**src/design/cpu_bus_decoder_with_joypad_ports_unit_macros.svh**
```systemverilog
// Assertion macros used by the CPU bus decoder top-level design file.
// Depends on nothing; the using module must have clock and reset signals.
`ifndef CPU_BUS_DECODER_WITH_JOYPAD_PORTS_UNIT_MACROS_SVH
`define CPU_BUS_DECODER_WITH_JOYPAD_PORTS_UNIT_MACROS_SVH

// Same-cycle implication, checked on every rising clock edge outside reset.
`define CBD_ASSERT_NOW(label, ante, cons, msg) \
   label: assert property (@(posedge clock) disable iff (reset) (ante) |-> (cons)) \
      else $error(msg);

// Next-cycle implication, checked on every rising clock edge outside reset.
`define CBD_ASSERT_NEXT(label, ante, cons, msg) \
   label: assert property (@(posedge clock) disable iff (reset) (ante) |=> (cons)) \
      else $error(msg);

`endif

```
**src/design/cbd_pkg.sv**
```systemverilog
// Types and constants for the CPU bus decoder with joypad ports.
// Used by every module of the block but cbd_ram; depends on nothing.
package cbd_pkg;

   // Operation codes of an input item.
   typedef enum logic [1:0] {
      OP_READ   = 2'd0,
      OP_WRITE  = 2'd1,
      OP_BUTTON = 2'd2
   } op_type;

   // Bus targets reported with each result item.
   typedef enum logic [2:0] {
      TGT_RAM    = 3'd0,
      TGT_PIC    = 3'd1,
      TGT_AUDIO  = 3'd2,
      TGT_PAD    = 3'd3,
      TGT_DMA    = 3'd4,
      TGT_CART   = 3'd5,
      TGT_MAPPER = 3'd6,
      TGT_NONE   = 3'd7
   } target_type;

   // Address map.
   localparam logic [15:0] ADDR_RAM_WINDOW = 16'h1FFF;
   localparam logic [15:0] ADDR_PIC_BASE   = 16'h2000;
   localparam logic [15:0] ADDR_PIC_LAST   = 16'h3FFF;
   localparam logic [15:0] ADDR_PIC_MASK   = 16'h0007;
   localparam logic [15:0] ADDR_DMA        = 16'h4014;
   localparam logic [15:0] ADDR_PAD0       = 16'h4016;
   localparam logic [15:0] ADDR_PAD1       = 16'h4017;
   localparam logic [15:0] ADDR_CART       = 16'h6000;
   localparam logic [15:0] ADDR_MAPPER     = 16'h8000;

   // Bit that floats high on a serial joypad read.
   localparam logic [7:0] PAD_OPEN_BUS = 8'h40;

   // Input item.
   typedef struct packed {
      logic [1:0]  op;
      logic [15:0] address;
      logic [7:0]  write_data;
      logic        pad_port;
      logic [2:0]  button_bit;
      logic        pressed;
   } req_type;

   // Result item.
   typedef struct packed {
      logic [7:0]  read_data;
      logic        served_inside;
      target_type  target;
      logic [15:0] forward_address;
   } rsp_type;

   // Decoded access, from the decoder to the top level.
   typedef struct packed {
      target_type  target;
      logic        served;
      logic        ram_wr;
      logic        ram_rd;
      logic        pad_rd;
      logic        strobe_wr;
      logic [15:0] fwd;
   } dec_type;

   // Joypad port controls, already qualified by item acceptance.
   typedef struct packed {
      logic       btn_en;
      logic       rd_en;
      logic       strobe_wr;
      logic       strobe_data;
      logic       port;
      logic [2:0] button_bit;
      logic       pressed;
   } pad_ctl_type;

endpackage

```
**src/design/cbd_decode.sv**
```systemverilog
// Address decoder: classifies one input item and builds the forwarded address.
// Depends on cbd_pkg.
module cbd_decode #(
   parameter int RAM_DEPTH = 2048
) (
   input  cbd_pkg::req_type req,
   output cbd_pkg::dec_type dec
);

   // RAM index mask: depth mask limited to the mirrored RAM window.
   localparam logic [15:0] RAM_MASK = 16'(RAM_DEPTH - 1) & cbd_pkg::ADDR_RAM_WINDOW;

   // Classify the access against the address map.
   always_comb begin
      logic is_bus;
      logic is_wr;
      is_bus = (req.op == cbd_pkg::OP_READ) || (req.op == cbd_pkg::OP_WRITE);
      is_wr  = (req.op == cbd_pkg::OP_WRITE);

      dec.target    = cbd_pkg::TGT_NONE;
      dec.served    = 1'b0;
      dec.ram_wr    = 1'b0;
      dec.ram_rd    = 1'b0;
      dec.pad_rd    = 1'b0;
      dec.strobe_wr = 1'b0;
      dec.fwd       = 16'h0000;

      if (is_bus) begin
         dec.fwd = req.address;
         if (req.address < cbd_pkg::ADDR_PIC_BASE) begin
            dec.target = cbd_pkg::TGT_RAM;
            dec.served = 1'b1;
            dec.fwd    = req.address & RAM_MASK;
            dec.ram_wr = is_wr;
            dec.ram_rd = !is_wr;
         end else if (req.address <= cbd_pkg::ADDR_PIC_LAST) begin
            dec.target = cbd_pkg::TGT_PIC;
            dec.fwd    = cbd_pkg::ADDR_PIC_BASE | (req.address & cbd_pkg::ADDR_PIC_MASK);
         end else if (req.address == cbd_pkg::ADDR_DMA) begin
            dec.target = cbd_pkg::TGT_DMA;
         end else if ((req.address == cbd_pkg::ADDR_PAD0) ||
                      ((req.address == cbd_pkg::ADDR_PAD1) && !is_wr)) begin
            dec.target    = cbd_pkg::TGT_PAD;
            dec.served    = 1'b1;
            dec.strobe_wr = is_wr;
            dec.pad_rd    = !is_wr;
         end else if (req.address <= cbd_pkg::ADDR_PAD1) begin
            dec.target = cbd_pkg::TGT_AUDIO;
         end else if (req.address < cbd_pkg::ADDR_CART) begin
            dec.target = cbd_pkg::TGT_NONE;
         end else if (req.address < cbd_pkg::ADDR_MAPPER) begin
            dec.target = cbd_pkg::TGT_CART;
         end else begin
            dec.target = cbd_pkg::TGT_MAPPER;
         end
      end
   end

endmodule

```
**config.mk**
```make
export PLATFORM = sky130hd
export DESIGN_NAME = cbd_decode
export DESIGN_NICKNAME = d
export VERILOG_FILES = /design/src/design/cpu_bus_decoder_with_joypad_ports_unit_macros.svh /design/src/design/cbd_pkg.sv /design/src/design/cbd_decode.sv
export SDC_FILE = /design/constraint.sdc
export NUM_CORES = 1
export LEC_CHECK = 0
export BUFFER_PORTS_ARGS = -buffer_cell sky130_fd_sc_hd__buf_4
export CAP_MARGIN = 20
export CORE_AREA = 2 2 39 41
export DETAILED_ROUTE_END_ITERATION = 16
export DIE_AREA = 0 0 41 43
export GPL_TIMING_DRIVEN = 0
export PLACE_DENSITY = 0.7
export SLEW_MARGIN = 25
export SYNTH_ARGS = -nofsm -noshare
export SYNTH_HDL_FRONTEND = slang
export SYNTH_SLANG_ARGS = --single-unit
```
**constraint.sdc**
```tcl
create_clock -name vclk -period 3.7
set_clock_uncertainty 0.2 [all_clocks]
set_input_delay 0.555 -clock vclk [all_inputs]
set_output_delay 0.555 -clock vclk [all_outputs]
set_load 0.02 [all_outputs]
```
==> impl_metrics.prom <==
# TYPE chip_impl_metric gauge
chip_impl_metric{name="drt-vias-per-instance",unit=""} 4.82
chip_impl_info{name="synth_top_cells_by_area",value="and2_1 (16%), or4_4 (11%), nor2b_1 (8.1%)"} 1
chip_impl_metric{name="initial_core_utilization",unit="%"} 22.4
chip_impl_metric{name="postLayoutCoreUtil",unit="%"} 46.7
chip_impl_metric{name="design.die.area",unit="um^2"} 1760
chip_impl_metric{name="fillers",unit=""} 146
chip_impl_metric{name="yosysUniqueCellTypes",unit=""} 24
chip_impl_metric{name="yosysTopAreaCellShare",unit="%"} 16.1
chip_impl_info{name="crit_type",value="in2out"} 1
chip_impl_metric{name="groute.layer.met3.usage",unit="%"} 0.524
chip_impl_info{name="worst_path_dominant_cell_family",value="simple AND/OR/NAND/NOR gates"} 1
chip_impl_metric{name="cts_setup_buffers",unit=""} 0
chip_impl_metric{name="overflow",unit=""} 0
chip_impl_info{name="critPathCaptureType",value="output port"} 1
chip_impl_metric{name="syn_area_per_cell",unit="um^2"} 6.60
chip_impl_info{name="grt_busiest_layer",value="met2"} 1
chip_impl_info{name="synth_area_leader_cell",value="and2_1"} 1
chip_impl_metric{name="dp_hpwl",unit="um"} 958
chip_impl_metric{name="drt.antenna.violating_nets",unit=""} 0
chip_impl_metric{name="maximum_number_of_pins_on_one_net_before_global_route_repair",unit=""} 11
chip_impl_metric{name="cpPeakStageDelay",unit="ns"} 0.55
chip_impl_metric{name="worst-path-buf-inv",unit=""} 3
chip_impl_metric{name="worst-slew-pin-transition",unit="ns"} 0.542
chip_impl_metric{name="detailroute.via_count",unit=""} 506
chip_impl_metric{name="cts-hold-fix-buffers",unit=""} 0
chip_impl_metric{name="slew_headroom",unit="%"} 63.9
chip_impl_metric{name="drive_gt1_share",unit="%"} 55.1
chip_impl_metric{name="power_density",unit="nW/um^2"} 113
chip_impl_metric{name="groute.layer.met2.usage",unit="%"} 21.9
chip_impl_info{name="min_path_type",value="in2out"} 1
chip_impl_metric{name="post-route-drc-count",unit=""} 0
chip_impl_metric{name="finalHoldViolations",unit=""} 0
chip_impl_metric{name="core_area",unit="um^2"} 1380
chip_impl_metric{name="gr-usage-all-layers",unit="%"} 11.7
chip_impl_metric{name="io_buffer_count",unit=""} 42
chip_impl_metric{name="die_y",unit="um"} 43
chip_impl_metric{name="fin_nets",unit=""} 122
chip_impl_metric{name="synth-seq-area-share",unit="%"} 0
chip_impl_metric{name="drv_slew",unit=""} 0
chip_impl_metric{name="synthesized_instance_count",unit=""} 47
chip_impl_metric{name="area.growth.synth_to_final",unit="%"} 108
chip_impl_info{name="critical_path.startpoint_type",value="input pin"} 1
chip_impl_metric{name="regArea",unit="um^2"} 0
chip_impl_metric{name="placedCellCount",unit=""} 105
chip_impl_metric{name="maxClockFrequency",unit="GHz"} 0.320
chip_impl_metric{name="instances_no_fill",unit=""} 105
chip_impl_metric{name="drtIter0Drc",unit=""} 4
chip_impl_metric{name="arrival",unit="ns"} 2.37
chip_impl_metric{name="firstDrtPassIters",unit=""} 4
chip_impl_metric{name="drt-total-wl",unit="um"} 1120
chip_impl_metric{name="report.power.total",unit="W"} 0.0000727
chip_impl_metric{name="route.detailed.wl_per_inst",unit="um"} 10.6
chip_impl_metric{name="leakagePower",unit="nW"} 0.311
chip_impl_metric{name="report.final.setup_viol",unit=""} 0
chip_impl_metric{name="layout.clock_buffers",unit=""} 0
chip_impl_metric{name="fin_ws",unit="ns"} 0.576
chip_impl_metric{name="setup_tns",unit="ns"} 0
chip_impl_metric{name="synthesis.area",unit="um^2"} 310
chip_impl_metric{name="final_period_minus_worst_setup_slack",unit="ns"} 3.12
chip_impl_metric{name="grt_antenna_before_repair",unit=""} 0
chip_impl_metric{name="via_count_of_the_first_global_routing_pass",unit=""} 397
chip_impl_metric{name="post-route-period-util",unit="%"} 84.4
chip_impl_metric{name="grt_pass1_wl",unit="um"} 1580
chip_impl_metric{name="die_w",unit="um"} 41
chip_impl_metric{name="use_met1",unit="%"} 14.6
chip_impl_info{name="synth_most_common_cell",value="and2_1"} 1
chip_impl_info{name="yosys-top-cells-count",value="and2_1 (8), nor2_1 (5), nor2b_1 (4)"} 1
chip_impl_metric{name="ios",unit=""} 55
chip_impl_metric{name="data_required_critical_path",unit="ns"} 2.94
chip_impl_info{name="crit_path_top_delay_cell",value="or4_4"} 1
chip_impl_metric{name="flops_and_latches",unit=""} 0
chip_impl_metric{name="synth.yosys.warnings",unit=""} 0
chip_impl_metric{name="antenna_cells_inserted",unit=""} 0
chip_impl_info{name="setup_repair_after_global_routing_missed_its_margin",value="no"} 1
chip_impl_metric{name="post_cts.resized_instances",unit=""} 0
chip_impl_metric{name="path_max_fanout",unit=""} 6
chip_impl_metric{name="postSynthNetCount",unit=""} 78
chip_impl_info{name="crit_chain",value="buf_4, or4_4, or4_4, buf_6, a311o_1, buf_4"} 1
chip_impl_metric{name="max-vdd-ir-drop",unit="V"} 0.0000461
chip_impl_metric{name="maxCapViolations",unit=""} 0
chip_impl_metric{name="pre_cts_slack",unit="ns"} 0.584
chip_impl_info{name="run_status",value="completed"} 1
chip_impl_metric{name="globalplace.congestion",unit=""} 0.780
chip_impl_metric{name="floorplan.rows",unit=""} 14
[power by group]
group	internal (W)	leakage, nW	switching (W)	total [W]
Combinational	0.0000363	0.311	0.0000364	0.0000727
Clock	0	0	0	0
Sequential	0	0	0	0
Total	0.0000363	0.311	0.0000364	0.0000727
[path summary, 6_finish.rpt]
path | depth (start not counted) | startpoint | slack (ns) | end
setup / recovery | 6 | req[22] | 0.58 | dec[23]
hold / removal | 3 | req[29] | 1.20 | dec[17]
[layout by cell type, fill, tap and decap left out, types with 2 or more instances in the layout]
| cell | count |
|---|---|
| a21oi_1 | 3 |
| and2_1 | 8 |
| buf_4 | 42 |
| inv_1 | 3 |
| nand4b_1 | 2 |
| nor2_1 | 5 |
| nor2b_1 | 4 |
| nor3_1 | 2 |
| nor3b_1 | 2 |
| or4_4 | 3 |
[through the flow]
stage	area (um^2)	hold slack, ns
floorplan	310	0.988
global placement	646	1.20
detailed placement	646	1.20
CTS	646	1.20
global route	646	1.21
finish	646	1.20
[metal layers]
metal | part of all wire, % | vias up
met5 | 0 | -
met4 | 0 | 0
met3 | 11 | 0
met2 | 46 | 24
met1 | 42 | 222
li1 | - | 260
[kinds of logic after synthesis]
kind of cell    synth area share (%)
compound gates                  21.8
simple gates                    69.8
buf+inv                         8.47
[final cells by class]
cell class	instances	area [um^2]	share of cell area, %
plain buffers	2	15.0	2.33
well taps	16	20.0	3.10
inverters	3	11.3	1.74
repair buffers	42	315	48.8
multi-input cells	42	284	44.0
Power figures use the tool's default switching activity.
