<file path="src/design/cpu_bus_decoder_with_joypad_ports_unit_macros.svh">
// Assertion macros used by the CPU bus decoder top-level design file.
// Depends on nothing; the using module must have clock and reset signals.
`ifndef CPU_BUS_DECODER_WITH_JOYPAD_PORTS_UNIT_MACROS_SVH
`define CPU_BUS_DECODER_WITH_JOYPAD_PORTS_UNIT_MACROS_SVH

// Same-cycle implication, checked on every rising clock edge outside reset.
`define CBD_ASSERT_NOW(label, ante, cons, msg) \
   label: assert property (@(posedge clock) disable iff (reset) (ante) |-> (cons)) \
      else $error(msg);

// Next-cycle implication, checked on every rising clock edge outside reset.
`define CBD_ASSERT_NEXT(label, ante, cons, msg) \
   label: assert property (@(posedge clock) disable iff (reset) (ante) |=> (cons)) \
      else $error(msg);

`endif

</file>
<file path="src/design/cbd_pkg.sv">
// Types and constants for the CPU bus decoder with joypad ports.
// Used by every module of the block but cbd_ram; depends on nothing.
package cbd_pkg;

   // Operation codes of an input item.
   typedef enum logic [1:0] {
      OP_READ   = 2'd0,
      OP_WRITE  = 2'd1,
      OP_BUTTON = 2'd2
   } op_type;

   // Bus targets reported with each result item.
   typedef enum logic [2:0] {
      TGT_RAM    = 3'd0,
      TGT_PIC    = 3'd1,
      TGT_AUDIO  = 3'd2,
      TGT_PAD    = 3'd3,
      TGT_DMA    = 3'd4,
      TGT_CART   = 3'd5,
      TGT_MAPPER = 3'd6,
      TGT_NONE   = 3'd7
   } target_type;

   // Address map.
   localparam logic [15:0] ADDR_RAM_WINDOW = 16'h1FFF;
   localparam logic [15:0] ADDR_PIC_BASE   = 16'h2000;
   localparam logic [15:0] ADDR_PIC_LAST   = 16'h3FFF;
   localparam logic [15:0] ADDR_PIC_MASK   = 16'h0007;
   localparam logic [15:0] ADDR_DMA        = 16'h4014;
   localparam logic [15:0] ADDR_PAD0       = 16'h4016;
   localparam logic [15:0] ADDR_PAD1       = 16'h4017;
   localparam logic [15:0] ADDR_CART       = 16'h6000;
   localparam logic [15:0] ADDR_MAPPER     = 16'h8000;

   // Bit that floats high on a serial joypad read.
   localparam logic [7:0] PAD_OPEN_BUS = 8'h40;

   // Input item.
   typedef struct packed {
      logic [1:0]  op;
      logic [15:0] address;
      logic [7:0]  write_data;
      logic        pad_port;
      logic [2:0]  button_bit;
      logic        pressed;
   } req_type;

   // Result item.
   typedef struct packed {
      logic [7:0]  read_data;
      logic        served_inside;
      target_type  target;
      logic [15:0] forward_address;
   } rsp_type;

   // Decoded access, from the decoder to the top level.
   typedef struct packed {
      target_type  target;
      logic        served;
      logic        ram_wr;
      logic        ram_rd;
      logic        pad_rd;
      logic        strobe_wr;
      logic [15:0] fwd;
   } dec_type;

   // Joypad port controls, already qualified by item acceptance.
   typedef struct packed {
      logic       btn_en;
      logic       rd_en;
      logic       strobe_wr;
      logic       strobe_data;
      logic       port;
      logic [2:0] button_bit;
      logic       pressed;
   } pad_ctl_type;

endpackage

</file>
<file path="src/design/cbd_pads.sv">
// Two joypad ports: button latches, serial shift registers and the strobe.
// Depends on cbd_pkg.
module cbd_pads (
   input  logic                 clock,
   input  logic                 reset,
   input  cbd_pkg::pad_ctl_type ctl,
   output logic [7:0]           rd_data
);

   logic       strobe_ff;
   logic       strobe_in;
   logic [7:0] latch_ff [2];
   logic [7:0] latch_in [2];
   logic [7:0] shift_ff [2];
   logic [7:0] shift_in [2];

   // Next state of the latches, shift registers and strobe for one item.
   always_comb begin
      logic [7:0] mask;
      logic [7:0] upd;
      strobe_in = strobe_ff;
      latch_in  = latch_ff;
      shift_in  = shift_ff;
      mask = 8'b0000_0001 << ctl.button_bit;
      upd  = ctl.pressed ? (latch_ff[ctl.port] | mask) : (latch_ff[ctl.port] & ~mask);

      // Button event; with the strobe high the shift register follows the latch.
      if (ctl.btn_en) begin
         latch_in[ctl.port] = upd;
         if (strobe_ff) begin
            shift_in[ctl.port] = upd;
         end
      end

      // Strobe write; a falling strobe loads both shift registers.
      if (ctl.strobe_wr) begin
         if (strobe_ff && !ctl.strobe_data) begin
            shift_in = latch_ff;
         end
         strobe_in = ctl.strobe_data;
      end

      // Serial read with the strobe low shifts a zero in from the top.
      if (ctl.rd_en && !strobe_ff) begin
         shift_in[ctl.port] = shift_ff[ctl.port] >> 1;
      end
   end

   // Read data of the addressed port.
   always_comb begin
      if (strobe_ff) begin
         rd_data = {7'b0, latch_ff[ctl.port][0]};
      end else begin
         rd_data = cbd_pkg::PAD_OPEN_BUS | {7'b0, shift_ff[ctl.port][0]};
      end
   end

   always_ff @(posedge clock) begin
      if (reset) begin
         strobe_ff <= 1'b0;
         latch_ff  <= '{default: 8'h00};
         shift_ff  <= '{default: 8'h00};
      end else begin
         strobe_ff <= strobe_in;
         latch_ff  <= latch_in;
         shift_ff  <= shift_in;
      end
   end

endmodule

</file>
<file path="config.mk">
export PLATFORM = sky130hd
export DESIGN_NAME = cbd_pads
export DESIGN_NICKNAME = d
export VERILOG_FILES = /design/src/design/cpu_bus_decoder_with_joypad_ports_unit_macros.svh /design/src/design/cbd_pkg.sv /design/src/design/cbd_pads.sv
export SDC_FILE = /design/constraint.sdc
export NUM_CORES = 1
export LEC_CHECK = 0
export BUFFER_PORTS_ARGS = -buffer_cell sky130_fd_sc_hd__buf_2
export CORE_MARGIN = 2
export CORE_UTILIZATION = 52
export DETAILED_ROUTE_END_ITERATION = 10
export GPL_ROUTABILITY_DRIVEN = 0
export HOLD_SLACK_MARGIN = 0.05
export PLACE_DENSITY = 0.71
export SETUP_SLACK_MARGIN = 0.3
export SKIP_CTS_REPAIR_TIMING = 1
export SYNTH_ARGS = -nofsm -noshare
export SYNTH_HDL_FRONTEND = slang
export SYNTH_SLANG_ARGS = --single-unit
</file>
<file path="constraint.sdc">
create_clock -name clock -period 1.6 [get_ports clock]
set_input_delay 0 -clock clock [delete_from_list [all_inputs] [get_ports clock]]
set_output_delay 0 -clock clock [all_outputs]
set_load 0.02 [all_outputs]
</file>
==> flow_summary.json, run 1 <==
{
  "outcome": "complete, no violations",
  "postSynthCellCount": 234,
  "diodes": 0,
  "grt_pass1_vias": 1541,
  "antenna_found_initial": 0,
  "synth_top_family_by_area": "compound AO/OA/AOI/OAI gates",
  "fp.dieW_um": 65.4,
  "synth_compound_area_share_pct": 27.0,
  "p_per_area_mw_per_mm2": 838,
  "initial_core_util_pct": 54.0,
  "portBuffers": 12,
  "cp_top_family": "simple AND/OR/NAND/NOR gates",
  "tightest_slew_ns": 0.524,
  "dr_wl_met3_um": 517,
  "drv_cap": 0,
  "hpwlAfterDp_um": 3410,
  "report.final.slew_viol_count": 0,
  "ys_ff_latch": 33,
  "htree_levels": 2,
  "tns_ns": 0,
  "drive_gt1_share_pct": 17.2,
  "worstSkewPairLatency_ns": 0.29,
  "layout.cells.non_filler": 286,
  "pre_cts_ws_ns": 0.248,
  "crit_path_top_delay_cell": "or3b_2",
  "coreArea_mm2": 0.00363,
  "finalPower_w": 0.00175,
  "crit_arrival_ns": 1.46,
  "leakage_nw": 0.699,
  "drc": 0,
  "relSlewSlack_pct": 65.1,
  "gr-usage-all-layers_pct": 25.1,
  "worstSetupPathType": "reg2reg",
  "routed_via_density": 6.54,
  "cts_tree": "done",
  "ir_drop_mv": 0.497,
  "path_buf_inv": 0,
  "ys.flop_type": "dfxtp_1",
  "wl_met2_um": 2200,
  "muxShareOfSynthArea_pct": 5.61,
  "finalCritPeriodShare_pct": 80.2,
  "io_pins": 19,
  "synth_most_common_cell": "dfxtp_1",
  "syn2layout_area_growth_pct": 6.63,
  "multi_input_area_mm2": 0.00116,
  "setup_viol": 0,
  "drt-initial-drc-count": 241,
  "synth-simple-area-share_pct": 24.5,
  "synth_area_leaders": "dfxtp_1 (34%), o211ai_1 (6.9%), o221ai_1 (6.3%)",
  "fin_ws_ns": 0.316,
  "yosysSeqAreaShare_pct": 33.7,
  "die_y_um": 65.4,
  "fin_skew_ns": 0.00189,
  "synth_top_area_share_pct": 33.7,
  "wire_per_inst_um": 17.8,
  "period_needed_ns": 1.28,
  "placedCellCount": 273,
  "synthTopCellsByCount": "dfxtp_1 (33), nand2_1 (18), o211ai_1 (18)",
  "finalHoldWorstSlack_ns": 0.119,
  "row_count": 22,
  "synth_top_cell_by_area": "dfxtp_1",
  "hold_viol": 0,
  "synth_edf_count": 0,
  "hold_path_class": "in2reg",
  "crit_chain": "or3b_2 -> o221ai_1 -> a31oi_1",
  "numCtsBuffers": 5,
  "num-nets-final": 248,
  "synth_cell_type_count": 37,
  "routed.top_layer": "met4",
  "vias": 1871,
  "clockBufferDepth": 2,
  "synth-xor-area-share_pct": 0,
  "regArea_um2": 662,
  "grt_pass1_wl_um": 8000,
  "start_kind": "flop",
  "dieArea_mm2": 0.00428,
  "overflow": 0,
  "root_buffer": "clkbuf_8",
  "synth_area_mm2": 0.00196,
  "firstDrtPassIters": 5,
  "required_ns": 1.77,
  "cp_max_fo": 9,
  "synthAdderAreaFrac_pct": 0,
  "clkTransAtPathRegs_ns": 0.06,
  "yosys_warnings": 0,
  "fillers": 350,
  "routedLengthMet1_um": 2250,
  "rsz0062_at_grt": "false",
  "cp_slowest_stage_delay_ns": 0.52,
  "async_flop_share_pct": 0,
  "grt_max_degree": 29,
  "clkSinkCount": 33,
  "ant_nets": 0,
  "fmax_mhz": 779,
  "endpoint_kind": "flop",
  "syn-mean-instance-area_um2": 8.38,
  "wirelength_um": 5100
}
==> worst paths after layout <==
path | end | slack, ns | cells past startpoint | from
worst min-delay path | latch_ff[1] | 0.12 | 3 | reset
worst max register to register | shift_ff[9] | 0.32 | 3 | strobe_ff
worst max-delay path | shift_ff[9] | 0.32 | 3 | strobe_ff
worst min register to register | shift_ff[15] | 0.48 | 2 | shift_ff[15]
==> metrics by stage <==
step	util, %	instance area (µm²)
after floorplan	-	1980
after global placement	54.0	1960
after detailed placement	54.0	1960
after CTS	56.2	2040
after global routing	57.6	2090
final	57.6	2090
==> where the power goes <==
group,switching (W),internal [W]
clock,0.000300,0.000309
sequential,0.0000245,0.000858
combinational,0.000164,0.0000980
total,0.000489,0.00126
==> placed cells by master (no fill, tap or decap), drive strengths merged, types with 2 or more instances in the layout <==
cell type / instances
nand4: 5
nor2b: 3
a21oi: 16
mux2: 8
o211ai: 18
nand3b: 6
or3b: 3
mux2i: 2
nand4bb: 2
clkbuf: 8
nand2b: 3
and3: 3
buf: 18
conb: 6
and3b: 5
nand2: 18
and2: 2
a31oi: 16
nor3b: 4
or4b: 3
nor2: 2
o221ai: 14
dfxtp: 33
nand3: 14
dlygate4sd3: 2
inv: 2
o21ai: 17
==> kinds of logic (layout without fill, tap and decap cells) <==
group / after synthesis / after routing
muxes: 10 / 10
DFF: 33 / 33
and+or+nand+nor: 77 / 78
AOI/OAI and AO/OA: 81 / 81
buffers and inverters: 32 / 30
other: 1 / 6
==> sequential cells by signal (all words and copies together) (netlist names) <==
name,cells
strobe_ff,1
latch_ff,16
shift_ff,16
==> worst min-delay path, stage by stage <==
cell,delay [ns]
buf_2,0.09
buf_4,0.22
a21oi_1,0.06
==> area by class of cell <==
class | count | share of cell area, %
multi-input cells | 175 | 55.3
clock buffers | 8 | 3.83
well taps | 48 | 2.87
flip-flops and latches | 33 | 31.6
inverters | 2 | 0.359
repair buffers | 20 | 5.98
==> routing by layer <==
metal  track usage (%)  vias to the layer above
li1                  -                      892
met3              5.31                       15
met5                 0                        -
met1              37.3                      862
met2              34.1                      102
met4              11.7                        0
(Power assumes the default switching activity.)
==> run 2: changes to the inputs <==
--- a/config.mk
+++ b/config.mk
@@ -5,6 +5,7 @@
 export SDC_FILE = /design/constraint.sdc
 export NUM_CORES = 1
 export LEC_CHECK = 0
+export ABC_AREA = 1
 export BUFFER_PORTS_ARGS = -buffer_cell sky130_fd_sc_hd__buf_2
 export CORE_MARGIN = 2
 export CORE_UTILIZATION = 52
==> constraint.sdc (replaced) <==
create_clock -name clock -period 1.28 [get_ports clock]
set_input_delay 0 -clock clock [delete_from_list [all_inputs] [get_ports clock]]
set_output_delay 0 -clock clock [all_outputs]
set_load 0.02 [all_outputs]
==> run 2 against run 1 <==
- synthesized cell count grew 31%
- critical path depth grew 1
- register-to-register slack worse by 0.22 ns
- sequential power is 26% higher
- hold slack got worse by 0.070 ns
- wire length shrank 4.3%
- clock skew up 0.0023 ns
- count of clock-buffer cells in the layout is 1 lower
- worst setup slack worse by 0.22 ns
- flip-flop and latch count unchanged
- die area is 0.83% higher
- critical endpoint is now rd_data[0]
- largest cell class unchanged
- largest power group unchanged
==> flow_summary.json, run 2 <==
{
  "clkTransAtPathRegs_ns": 0.07,
  "synth_top_area_share_pct": 33.4,
  "fin_skew_ns": 0.00423,
  "routedLengthMet1_um": 2170,
  "grt_pass1_wl_um": 7760,
  "htree_levels": 2,
  "reg2regPathDepth": 6,
  "synth_edf_count": 0,
  "finalCritPeriodShare_pct": 92.5,
  "pre_cts_ws_ns": 0.0921,
  "outcome": "complete, no violations",
  "syn-mean-instance-area_um2": 6.47,
  "mostFrequentLayoutCell": "nand2_1",
  "fmax_mhz": 845,
  "reg.largest.list": "latch_ff: 16 flops, shift_ff: 16 flops, strobe_ff: 1 flops",
  "multi_input_area_mm2": 0.00112,
  "synth_top_cell_by_area": "dfxtp_1",
  "async_flop_share_pct": 0,
  "antenna_found_initial": 0,
  "yosysSeqAreaShare_pct": 33.4,
  "postSynthCellCount": 306,
  "fin_util_pct": 63.1,
  "root_buffer": "clkbuf_8",
  "rr_startpoint": "strobe_ff",
  "io_pins": 19,
  "period_needed_ns": 1.18,
  "synth_cell_type_count": 25,
  "clkSinkCount": 33,
  "hold_path_class": "in2reg",
  "synth_area_leaders": "dfxtp_1 (33%), nand2_1 (18%), a21oi_1 (15%)",
  "routed_via_density": 5.15,
  "synth_area_mm2": 0.00198,
  "endpoint_kind": "output port",
  "hold_viol": 0,
  "synth_most_common_cell": "nand2_1",
  "cts_tree": "done",
  "tns_ns": 0,
  "numCtsBuffers": 5,
  "drive_gt1_share_pct": 23.0,
  "worstSkewPairLatency_ns": 0.29,
  "portBuffers": 12,
  "ir_drop_mv": 0.729,
  "report.final.slew_viol_count": 0,
  "hold_depth": 4,
  "rsz0062_at_grt": "true",
  "coreArea_mm2": 0.00366,
  "overflow": 0,
  "dieArea_mm2": 0.00432,
  "regArea_um2": 667,
  "required_ns": 1.28,
  "gr-usage-all-layers_pct": 23.6,
  "wirelength_um": 4880,
  "hp-start": "reset",
  "firstDrtPassIters": 4,
  "syn2layout_area_growth_pct": 16.6,
  "grt_max_degree": 33,
  "yosys_warnings": 0,
  "setup_viol": 0,
  "fp.dieW_um": 65.7,
  "fin_ws_ns": 0.0966,
  "vias": 1907,
  "final_cell_mix": "nand2_1 (89), a21oi_1 (57), inv_1 (33)",
  "drv_cap": 0,
  "hpwlAfterDp_um": 3340,
  "fillers": 353,
  "ant_nets": 0,
  "initial_core_util_pct": 54.1,
  "cp_max_fo": 5,
  "synthTopCellsByCount": "nand2_1 (93), a21oi_1 (60), inv_1 (36)",
  "crit_arrival_ns": 1.18,
  "clockBufferDepth": 2,
  "crit_start": "strobe_ff",
  "ys.flop_type": "dfxtp_1",
  "wl_met2_um": 2340,
  "routed.top_layer": "met4",
  "wire_per_inst_um": 13.2,
  "p_per_area_mw_per_mm2": 1030,
  "dr_wl_met3_um": 227,
  "diodes": 0,
  "num-nets-final": 333,
  "row_count": 22,
  "finalHoldWorstSlack_ns": 0.0495,
  "drc": 0,
  "start_kind": "flop",
  "ys_ff_latch": 33,
  "die_y_um": 65.7,
  "leakage_nw": 1.08,
  "grt_pass1_vias": 1685,
  "finalPower_w": 0.00238,
  "drt-initial-drc-count": 84,
  "worstSetupPathType": "reg2out"
}
[run 2: changes by cell type in the layout (fill, tap and decap cells not counted), moves of 9 or more]
cell	previous run	this run
nand2_1	18	89
a31oi_1	15	0
a21oi_2	0	9
inv_1	2	33
o221ai_1	14	0
a21oi_1	16	57
o21ai_0	17	3
o211ai_1	18	0
o21ai_1	0	9
[run 2: final timing paths]
| path | to | slack (ns) |
|---|---|---|
| min | latch_ff[8] | 0.05 |
| min reg2reg | shift_ff[2] | 0.47 |
| max reg2reg | shift_ff[15] | 0.1 |
| max | rd_data[0] | 0.1 |
[run 2: cells by family (layout without fill, tap and decap cells)]
| group | after synthesis | count (layout) | share of synthesized area (%) |
|---|---|---|---|
| and+or+nand+nor | 123 | 123 | 28.1 |
| DFF | 33 | 33 | 33.4 |
| AOI/OAI and AO/OA | 87 | 87 | 23.3 |
| other | 1 | 6 | 0.189 |
| buffers and inverters | 62 | 73 | 15.0 |
[run 2: where the power goes]
part	switching, W	internal [W]	leakage (nW)
combinational	0.000305	0.000171	0.764
clock	0.000371	0.000426	0.0443
sequential	0.0000316	0.00108	0.271
[run 2: final cells by class]
cell class                      instances  share of cell area (%)
Tap cell                               48                    2.60
Inverter                               40                    6.94
Timing Repair Buffer                   26                    9.11
Multi-Input combinational cell        216                    48.7
Sequential cell                        33                    28.9
Clock buffer                            7                    3.74
[run 2: stage by stage]
step,std cells,instance area [µm²]
after CTS,363,2160
after global routing,370,2310
after floorplan,311,2050
after detailed placement,356,2080
final,370,2310
after global placement,356,2080
[run 2: routing by layer]
layer | vias up | global-route usage [%]
li1 | 994 | -
met1 | 857 | 29.3
met2 | 43 | 39.6
met3 | 13 | 4.62
met4 | 0 | 9.64
met5 | - | 0
[run 2: critical path, stage by stage (launching register included)]
cell and delay (ns):
dfxtp_4 0.42, buf_4 0.13, a21oi_2 0.03, a22oi_2 0.15, buf_4 0.16
